$ cat src/rtl/mrt_pkg.sv
// shared types and constants for the multi-rate tick event timer
package mrt_pkg;

    // period register file geometry
    localparam int NUM_PERIODS = 6;
    localparam int PERIOD_W    = 16;
    localparam int IDX_W       = 3;
    localparam int MODE_W      = 3;
    localparam int COUNT_W     = 64;
    localparam int DELAY_W     = 32;

    // flag positions with side effects
    localparam logic [IDX_W-1:0] SEL_SECOND = 3'd4;
    localparam logic [IDX_W-1:0] SEL_MINUTE = 3'd5;
    localparam logic [IDX_W-1:0] SEL_LAST   = 3'd5;

    // operation codes
    localparam logic [MODE_W-1:0] MODE_TICK  = 3'd0;
    localparam logic [MODE_W-1:0] MODE_FLAG  = 3'd1;
    localparam logic [MODE_W-1:0] MODE_POLL  = 3'd2;
    localparam logic [MODE_W-1:0] MODE_CLEAR = 3'd3;
    localparam logic [MODE_W-1:0] MODE_READ  = 3'd4;

    // divider step counter
    localparam int DIV_CNT_W = 4;
    localparam logic [DIV_CNT_W-1:0] DIV_LAST = 4'd15;

    typedef logic [NUM_PERIODS-1:0][PERIOD_W-1:0] period_arr_t;

    // periods a, b, c, d, second, minute (index 0 at the low end)
    localparam period_arr_t PERIOD_RESET = {16'd60000, 16'd1000, 16'd100,
                                            16'd50, 16'd20, 16'd10};

    typedef enum logic {
        CAL_IDLE,
        CAL_DIV
    } cal_state_t;

    // recomputed residue handed from the calibrator to the core
    typedef struct packed {
        logic                valid;
        logic [IDX_W-1:0]    idx;
        logic [PERIOD_W-1:0] rem;
    } cal_result_t;

endpackage

$ cat src/rtl/mrt_cal.sv
// residue calibrator: recomputes phase mod period after a period register write
module mrt_cal
    import mrt_pkg::*;
(
    input  logic             clk,
    input  logic             rst_n,
    input  logic             cfg_wr_en,
    input  logic [IDX_W-1:0] cfg_index,
    input  period_arr_t      periods,
    input  logic [PERIOD_W-1:0] phase,
    output logic             busy,
    output cal_result_t      result
);

    cal_state_t               state_reg, state_next;
    logic [NUM_PERIODS-1:0]   dirty_reg, dirty_next;
    logic [DIV_CNT_W-1:0]     cnt_reg, cnt_next;
    logic [IDX_W-1:0]         idx_reg, idx_next;
    logic [PERIOD_W-1:0]      divisor_reg, divisor_next;
    logic [PERIOD_W-1:0]      dividend_reg, dividend_next;
    logic [PERIOD_W-1:0]      rem_reg, rem_next;

    logic [IDX_W-1:0]         pick_idx;
    logic                     start;
    logic                     step;
    logic                     last_step;
    logic [PERIOD_W:0]        shifted;
    logic [PERIOD_W:0]        diff;
    logic [PERIOD_W-1:0]      rem_step;
    logic [NUM_PERIODS-1:0]   set_mask;
    logic [NUM_PERIODS-1:0]   clr_mask;

    // lowest pending register first
    always_comb
    begin
        pick_idx = '0;
        for (int k = NUM_PERIODS - 1; k >= 0; k--)
        begin
            if (dirty_reg[k])
            begin
                pick_idx = IDX_W'(k);
            end
        end
    end

    // next state
    always_comb
    begin
        state_next = state_reg;
        case (state_reg)
            CAL_IDLE:
            begin
                if (dirty_reg != '0)
                begin
                    state_next = CAL_DIV;
                end
            end
            CAL_DIV:
            begin
                if (cnt_reg == DIV_LAST)
                begin
                    state_next = CAL_IDLE;
                end
            end
            default:
            begin
                state_next = CAL_IDLE;
            end
        endcase
    end

    // state decode
    always_comb
    begin
        start     = 1'b0;
        step      = 1'b0;
        last_step = 1'b0;
        case (state_reg)
            CAL_IDLE:
            begin
                start = (dirty_reg != '0);
            end
            CAL_DIV:
            begin
                step      = 1'b1;
                last_step = (cnt_reg == DIV_LAST);
            end
            default:
            begin
                start = 1'b0;
            end
        endcase
    end

    // one restoring division step per cycle
    assign shifted  = {rem_reg, dividend_reg[PERIOD_W-1]};
    assign diff     = shifted - {1'b0, divisor_reg};
    assign rem_step = diff[PERIOD_W] ? shifted[PERIOD_W-1:0] : diff[PERIOD_W-1:0];

    // pending marks: a new write wins over the clear at job start
    always_comb
    begin
        set_mask = '0;
        clr_mask = '0;
        if (cfg_wr_en && (cfg_index <= SEL_LAST))
        begin
            set_mask = NUM_PERIODS'(1) << cfg_index;
        end
        if (start)
        begin
            clr_mask = NUM_PERIODS'(1) << pick_idx;
        end
        dirty_next = (dirty_reg & ~clr_mask) | set_mask;
    end

    // datapath next values
    always_comb
    begin
        cnt_next      = cnt_reg;
        idx_next      = idx_reg;
        divisor_next  = divisor_reg;
        dividend_next = dividend_reg;
        rem_next      = rem_reg;
        if (start)
        begin
            cnt_next      = '0;
            idx_next      = pick_idx;
            divisor_next  = periods[pick_idx];
            dividend_next = phase;
            rem_next      = '0;
        end
        else if (step)
        begin
            cnt_next      = cnt_reg + 1'b1;
            dividend_next = {dividend_reg[PERIOD_W-2:0], 1'b0};
            rem_next      = rem_step;
        end
    end

    // control registers
    always_ff @(posedge clk or negedge rst_n)
    begin
        if (!rst_n)
        begin
            state_reg <= CAL_IDLE;
            dirty_reg <= '0;
            cnt_reg   <= '0;
        end
        else
        begin
            state_reg <= state_next;
            dirty_reg <= dirty_next;
            cnt_reg   <= cnt_next;
        end
    end

    // datapath registers
    always_ff @(posedge clk)
    begin
        idx_reg      <= idx_next;
        divisor_reg  <= divisor_next;
        dividend_reg <= dividend_next;
        rem_reg      <= rem_next;
    end

    assign busy         = (dirty_reg != '0) || (state_reg == CAL_DIV);
    assign result.valid = last_step;
    assign result.idx   = idx_reg;
    assign result.rem   = rem_step;

endmodule

$ cat src/rtl/mrt_core.sv
// timer state and the per-item update for tick, flag, delay and read operations
module mrt_core
    import mrt_pkg::*;
(
    input  logic                clk,
    input  logic                rst_n,
    input  logic                take,
    input  logic [MODE_W-1:0]   mode,
    input  logic [IDX_W-1:0]    period_sel,
    input  logic [DELAY_W-1:0]  delay_ms,
    input  period_arr_t         periods,
    input  cal_result_t         cal_res,
    output logic [PERIOD_W-1:0] phase,
    output logic                res_flag,
    output logic                res_done,
    output logic [COUNT_W-1:0]  res_ticks,
    output logic [COUNT_W-1:0]  res_seconds
);

    logic [PERIOD_W-1:0]    phase_reg, phase_next;
    logic [NUM_PERIODS-1:0] flags_reg, flags_next;
    logic [COUNT_W-1:0]     ticks_reg, ticks_next;
    logic [COUNT_W-1:0]     seconds_reg, seconds_next;
    logic                   armed_reg, armed_next;
    logic [COUNT_W-1:0]     origin_reg, origin_next;
    logic [DELAY_W-1:0]     length_reg, length_next;
    period_arr_t            resid_reg, resid_next;

    logic [PERIOD_W-1:0]    phase_inc;
    logic                   wrap;
    logic [NUM_PERIODS-1:0] hit;
    logic                   phase_zero;
    logic [COUNT_W-1:0]     elapsed;

    // period hits: the incremented residue of phase mod period reaches the period
    always_comb
    begin
        phase_inc = phase_reg + 1'b1;
        wrap      = (phase_inc == '0);
        for (int k = 0; k < NUM_PERIODS; k++)
        begin
            hit[k] = (periods[k] != '0) && !wrap &&
                     (({1'b0, resid_reg[k]} + 1'b1) == {1'b0, periods[k]});
        end
        phase_zero = wrap || hit[SEL_MINUTE];
    end

    assign elapsed = ticks_reg - origin_reg;

    // item update
    always_comb
    begin
        phase_next   = phase_reg;
        flags_next   = flags_reg;
        ticks_next   = ticks_reg;
        seconds_next = seconds_reg;
        armed_next   = armed_reg;
        origin_next  = origin_reg;
        length_next  = length_reg;
        resid_next   = resid_reg;
        res_flag     = 1'b0;
        res_done     = 1'b0;
        if (take)
        begin
            case (mode)
                MODE_TICK:
                begin
                    ticks_next   = ticks_reg + 1'b1;
                    seconds_next = seconds_reg + COUNT_W'(hit[SEL_SECOND]);
                    flags_next   = flags_reg | hit;
                    phase_next   = phase_zero ? '0 : phase_inc;
                    for (int k = 0; k < NUM_PERIODS; k++)
                    begin
                        resid_next[k] = (phase_zero || hit[k]) ? '0
                                                               : resid_reg[k] + 1'b1;
                    end
                end
                MODE_FLAG:
                begin
                    if (period_sel <= SEL_LAST)
                    begin
                        res_flag               = flags_reg[period_sel];
                        flags_next[period_sel] = 1'b0;
                    end
                end
                MODE_POLL:
                begin
                    if (armed_reg)
                    begin
                        if (elapsed >= {{(COUNT_W-DELAY_W){1'b0}}, length_reg})
                        begin
                            res_done   = 1'b1;
                            armed_next = 1'b0;
                        end
                    end
                    else
                    begin
                        origin_next = ticks_reg;
                        length_next = delay_ms;
                        armed_next  = 1'b1;
                    end
                end
                MODE_CLEAR:
                begin
                    armed_next = 1'b0;
                end
                default:
                begin
                    armed_next = armed_reg;
                end
            endcase
        end
        // recalibrated residue, only while no items are taken
        if (cal_res.valid)
        begin
            resid_next[cal_res.idx] = cal_res.rem;
        end
    end

    // state registers
    always_ff @(posedge clk or negedge rst_n)
    begin
        if (!rst_n)
        begin
            phase_reg   <= '0;
            flags_reg   <= '0;
            ticks_reg   <= '0;
            seconds_reg <= '0;
            armed_reg   <= 1'b0;
            origin_reg  <= '0;
            length_reg  <= '0;
            resid_reg   <= '0;
        end
        else
        begin
            phase_reg   <= phase_next;
            flags_reg   <= flags_next;
            ticks_reg   <= ticks_next;
            seconds_reg <= seconds_next;
            armed_reg   <= armed_next;
            origin_reg  <= origin_next;
            length_reg  <= length_next;
            resid_reg   <= resid_next;
        end
    end

    assign phase       = phase_reg;
    assign res_ticks   = ticks_next;
    assign res_seconds = seconds_next;

endmodule

$ cat src/rtl/multi_rate_tick_event_timer.sv
// top level of the multi-rate tick event timer: period registers, handshake, result register
//
// The block takes one operation per cycle (tick, flag test-and-clear, delay poll, delay clear
// or read) and returns one result per operation, registered, in the next cycle; a waiting
// result does not block the next operation unless the output is stalled. Each period keeps a
// running residue of the phase, so a tick needs only an increment and compare per period.
// Writing a period register starts a recompute of that residue in a shared restoring divider,
// one quotient bit a cycle: the input is stalled until each written period register's residue
// is recomputed (back-to-back writes queue and add up); configuration writes are still taken.
module multi_rate_tick_event_timer
    import mrt_pkg::*;
(
    input  logic                clk,
    input  logic                rst_n,
    // configuration write port
    input  logic                cfg_wr_en,
    input  logic [IDX_W-1:0]    cfg_index,
    input  logic [PERIOD_W-1:0] cfg_data,
    // input channel
    input  logic                in_valid,
    output logic                in_stall,
    input  logic [MODE_W-1:0]   mode,
    input  logic [IDX_W-1:0]    period_sel,
    input  logic [DELAY_W-1:0]  delay_ms,
    // output channel
    output logic                out_valid,
    input  logic                out_stall,
    output logic                flag_was_set,
    output logic                delay_done,
    output logic [COUNT_W-1:0]  tick_count,
    output logic [COUNT_W-1:0]  seconds_count
);

    period_arr_t         period_reg, period_next;
    logic                out_valid_reg, out_valid_next;
    logic                flag_reg;
    logic                done_reg;
    logic [COUNT_W-1:0]  ticks_out_reg;
    logic [COUNT_W-1:0]  seconds_out_reg;

    logic                take;
    logic                cal_busy;
    cal_result_t         cal_res;
    logic [PERIOD_W-1:0] phase;
    logic                res_flag;
    logic                res_done;
    logic [COUNT_W-1:0]  res_ticks;
    logic [COUNT_W-1:0]  res_seconds;

    // input transfer control
    assign in_stall = cal_busy || (out_valid_reg && out_stall);
    assign take     = in_valid && !in_stall;

    // period registers
    always_comb
    begin
        period_next = period_reg;
        if (cfg_wr_en && (cfg_index <= SEL_LAST))
        begin
            period_next[cfg_index] = cfg_data;
        end
    end

    always_ff @(posedge clk or negedge rst_n)
    begin
        if (!rst_n)
        begin
            period_reg <= PERIOD_RESET;
        end
        else
        begin
            period_reg <= period_next;
        end
    end

    mrt_cal u_cal
    (
        .clk       (clk),
        .rst_n     (rst_n),
        .cfg_wr_en (cfg_wr_en),
        .cfg_index (cfg_index),
        .periods   (period_reg),
        .phase     (phase),
        .busy      (cal_busy),
        .result    (cal_res)
    );

    mrt_core u_core
    (
        .clk         (clk),
        .rst_n       (rst_n),
        .take        (take),
        .mode        (mode),
        .period_sel  (period_sel),
        .delay_ms    (delay_ms),
        .periods     (period_reg),
        .cal_res     (cal_res),
        .phase       (phase),
        .res_flag    (res_flag),
        .res_done    (res_done),
        .res_ticks   (res_ticks),
        .res_seconds (res_seconds)
    );

    // result register
    assign out_valid_next = take || (out_valid_reg && out_stall);

    always_ff @(posedge clk or negedge rst_n)
    begin
        if (!rst_n)
        begin
            out_valid_reg <= 1'b0;
        end
        else
        begin
            out_valid_reg <= out_valid_next;
        end
    end

    always_ff @(posedge clk)
    begin
        if (take)
        begin
            flag_reg        <= res_flag;
            done_reg        <= res_done;
            ticks_out_reg   <= res_ticks;
            seconds_out_reg <= res_seconds;
        end
    end

    assign out_valid     = out_valid_reg;
    assign flag_was_set  = flag_reg;
    assign delay_done    = done_reg;
    assign tick_count    = ticks_out_reg;
    assign seconds_count = seconds_out_reg;

    // a period write holds off input until its residue is recomputed
    assert property (@(posedge clk) disable iff (!rst_n)
        (cfg_wr_en && (cfg_index <= SEL_LAST)) |=> in_stall)
        else $error("input not stalled after period register write");

    // every accepted item leaves a result in the output register
    assert property (@(posedge clk) disable iff (!rst_n)
        take |=> out_valid)
        else $error("accepted item produced no result");

    // flag and delay results come from different operations
    assert property (@(posedge clk) disable iff (!rst_n)
        out_valid |-> !(flag_was_set && delay_done))
        else $error("flag and delay results both set");

endmodule
$ cat config.mk
export PLATFORM = sky130hd
export DESIGN_NAME = multi_rate_tick_event_timer
export DESIGN_NICKNAME = d
export VERILOG_FILES = /design/src/rtl/mrt_pkg.sv /design/src/rtl/mrt_cal.sv /design/src/rtl/mrt_core.sv /design/src/rtl/multi_rate_tick_event_timer.sv
export SDC_FILE = /design/constraint.sdc
export NUM_CORES = 1
export LEC_CHECK = 0
export ABC_CLOCK_PERIOD_IN_PS = 20100
export BUFFER_PORTS_ARGS = -buffer_cell sky130_fd_sc_hd__clkbuf_2
export CORE_UTILIZATION = 45
export DETAILED_ROUTE_END_ITERATION = 7
export GPL_ROUTABILITY_DRIVEN = 1
export GPL_TIMING_DRIVEN = 0
export HOLD_SLACK_MARGIN = 0.03
export SLEW_MARGIN = 20
export SYNTH_ARGS = -nofsm -noshare
export SYNTH_HDL_FRONTEND = slang
export SYNTH_SLANG_ARGS = --single-unit
$ cat constraint.sdc
create_clock -name clk -period 20.1 [get_ports clk]
set_input_delay 2.01 -clock clk [delete_from_list [all_inputs] [get_ports clk]]
set_output_delay 2.01 -clock clk [all_outputs]
set_load 0.03 [all_outputs]
==> results.py <==
metrics = {
    "synth": {
        "synthCells": 3462,
        "synth_ff_type": "dfrtp_1",
        "ys_types": 89,
        "yosysWarnings": 0,
        "yosys.area.top_type": "dfrtp_1",
        "synth_area_um2": 35300,
        "synthArstFlopShare_pct": 71.4,
        "yosys_register_bits": 632,
        "synth_top_area_share_pct": 30.3,
        "ys_seq_area_share_pct": 47.0,
        "synth_nets": 3649,
        "syn_area_per_cell_um2": 10.2,
        "yosys-top-cells-area": "dfrtp_1 30%, edfxtp_1 14%, mux2_2 6.5%, xnor2_1 5.8%, ha_1 4.4%",
        "synth_edf_count": 165,
    },
    "critical_path": {
        "cp_max_fo": 5,
        "start_kind": "register",
        "crit_start": "u_core.ticks_reg[0]",
        "required_ns": 20.47,
        "reg2regPathDepth": 21,
        "path_class": "reg2reg",
        "cp.arrival_ns": 6.58,
        "r2r-end": "delay_done",
        "r2r_setup_slack_ns": 13.89,
        "r2r-start": "u_core.ticks_reg[0]",
        "endpoint_kind": "register",
    },
    "floorplan": {
        "core_um2": 77600,
        "rows": 102,
        "die-width_um": 282,
        "start_util_pct": 45.5,
        "io_pins": 194,
        "die_y_um": 282,
        "die-area_um2": 79600,
    },
    "timing": {
        "finalCritPeriodShare_pct": 30.9,
        "finClkSkew_ns": 0.0180,
        "fmax_mhz": 161,
        "worstMarginPinSlew_ns": 1.19,
        "maxSlewViolCount": 0,
        "setup_viol": 0,
        "rsz0062_at_grt": "no",
        "slew_headroom_pct": 20.0,
        "hold_viol": 0,
        "fin_crit_ns": 6.21,
        "fin_tns_setup_ns": 0,
    },
    "final_layout": {
        "final_area_um2": 40600,
        "area_growth_pct": 15.1,
        "layout-drive-gt1-share_pct": 16.3,
        "nets": 3944,
    },
    "detailed_routing": {
        "first_pass_iters": 5,
        "vias_per_cell": 5.72,
        "initialDrtViolationCount": 1768,
        "avgRoutedWirePerCell_um": 21.1,
        "drc_errors": 0,
        "wl_um": 102000,
        "ant_nets": 0,
        "vias": 27800,
    },
    "job": {
        "maxCapViolations": 0,
    },
    "pwr": {
        "leakagePower_nw": 17.7,
        "powerDensity_nw_per_um2": 92.8,
        "max-vdd-ir-drop_uv": 86.2,
    },
    "global_routing": {
        "grt-ovfl-total": 0,
        "track_usage_pct": 25.9,
        "antenna_found_initial": 2,
        "grt_first_pass_wirelength_um": 159000,
        "first_global_vias": 27000,
        "grt_max_degree": 85,
    },
    "clock_tree": {
        "cts_max_level": 3,
        "cts_tree": "built",
        "cts_hold_buf": 0,
        "ctsResizeCount": 0,
        "clockRootBuffer": "clkbuf_16",
        "clkSlewWorstSetupHoldPaths_ns": 0.06,
        "cts_buffers": 73,
        "clock-sinks": 632,
        "postCtsSetupRepairBufs": 0,
        "cts_buffer_depth": 3,
        "clock_latency_ns": 0.64,
    },
    "placement": {
        "hpwlAfterDp_um": 76200,
        "placed_cell_area_um2": 38200,
        "port_buffers": 191,
        "gp_congestion": 0.936,
    },
    "hold_path": {
        "min_delay_path_depth": 1,
        "holdCritPathClass": "reg2reg",
        "hold_end": "u_core.seconds_reg[63]",
        "worst_hold_startpoint": "u_core.seconds_reg[63]",
    },
    "outcome": {
        "outcome": "finished clean",
    },
}
==> final cells by class <==
class	instances	area (µm²)
sequential	632	16600
multi-input combinational	2511	17700
clock buffer	89	1940
antenna	2	5.00
inverter	169	634
timing repair buffer	220	1380
clock inverter	45	515
fill	7091	37000
buffer	150	574
tap	1040	1300
==> through the flow <==
stage / hold slack (ns) / setup slack, ns / std cells / power, W / utilization (%)
final: 0.465 / 13.89 / 4858 / 0.00377 / 52.4
after global routing: 0.487 / 13.43 / 4856 / 0.00391 / 52.4
after CTS: 0.460 / 13.90 / 4856 / 0.00380 / 52.3
after detailed placement: 0.452 / 13.90 / 4722 / 0.00244 / 49.2
after global placement: 0.448 / 5.98 / 4693 / 0.00233 / 48.4
after floorplan: 0.432 / 10.84 / 3462 / 0.00193 / -
==> cells in the mapped netlist (all sizes together), types with 19 or more instances <==
cell type / count
xor2: 108
a21o: 40
and2: 20
clkbuf: 140
nor3: 80
nor2: 161
dfstp: 23
edfxtp: 165
nor3b: 29
nor4: 68
nand2b: 23
a22oi: 20
inv: 169
a21oi: 213
xnor2: 232
and3: 61
and4: 23
mux2i: 99
nand2: 291
nand4: 88
ha: 123
a211oi: 59
o21ai: 225
nand3: 115
mux2: 204
dfrtp: 428
nor2b: 19
==> critical path: stages, from the launching register on <==
cell	delay [ns]
dfrtp_1	0.44
inv_1	0.13
ha_1	0.20
inv_1	0.06
fa_1	0.40
a21oi_1	0.21
o221ai_1	0.28
a211oi_1	0.54
o21ai_0	0.29
a21oi_1	0.36
xnor2_1	0.17
ha_1	0.27
a21o_1	0.18
a221oi_1	0.35
o211ai_1	0.17
a2111oi_0	0.31
nand4_1	0.14
nor4b_1	0.32
nand4_1	0.15
or4b_1	0.54
nor4_2	0.36
nor2_1	0.07
==> worst max-delay path by stage <==
stage | endpoint | cells past startpoint
global route | delay_done | 21
floorplan | tick_count[63] | 11
detailed placement | delay_done | 21
CTS | delay_done | 21
global placement | u_core.resid_reg[7] | 1
finish | delay_done | 21
==> power breakdown <==
group / switching [W] / total [W] / leakage, nW / internal [W]
clock network: 0.000567 / 0.00136 / 1.19 / 0.000788
logic: 0.000586 / 0.000896 / 9.05 / 0.000310
registers: 0.000117 / 0.00152 / 7.42 / 0.00140
==> metal layers <==
metal	track usage [%]	routed length (µm)	vias up
met1	35.2	45000	13600
met5	0	6	-
met3	3.00	5270	185
met2	42.6	48500	778
met4	9.57	3740	2
li1	-	-	13200
==> cells by family (layout without fill, tap and decap cells) <==
logic type	after synthesis	after routing	synth area share, %
adder cells (fa/ha/maj)	125	125	4.47
other	0	2	0
AND/OR/NAND/NOR	1030	1030	14.9
multiplexers	304	304	9.38
AO/OA/AOI/OAI	712	712	12.4
buffers and inverters	319	673	3.42
XOR/XNOR	340	340	8.44
flip-flops	632	632	47.0
==> cell usage in the layout (no fill, tap or decap), drive strengths merged, types with 18 or more instances in the layout <==
master  Yosys  layout
edfxtp    165     165
ha        123     123
nor2b      19      19
clkbuf    140     420
mux2i      99      99
buf        10      39
nor2      161     161
mux2      204     204
and3       61      61
nor3b      29      29
a211oi     59      59
nand2     291     291
a21oi     213     213
o21ai     225     225
and4       23      23
or2        18      18
inv       169     173
nand3     115     115
nor3       80      80
a21o       40      40
dfrtp     428     428
nor4       68      68
xor2      108     108
dfstp      23      23
xnor2     232     232
clkinv      0      30
a22oi      20      20
and2       20      20
nand2b     23      23
nand4      88      88
Power figures use the tool's default switching activity.
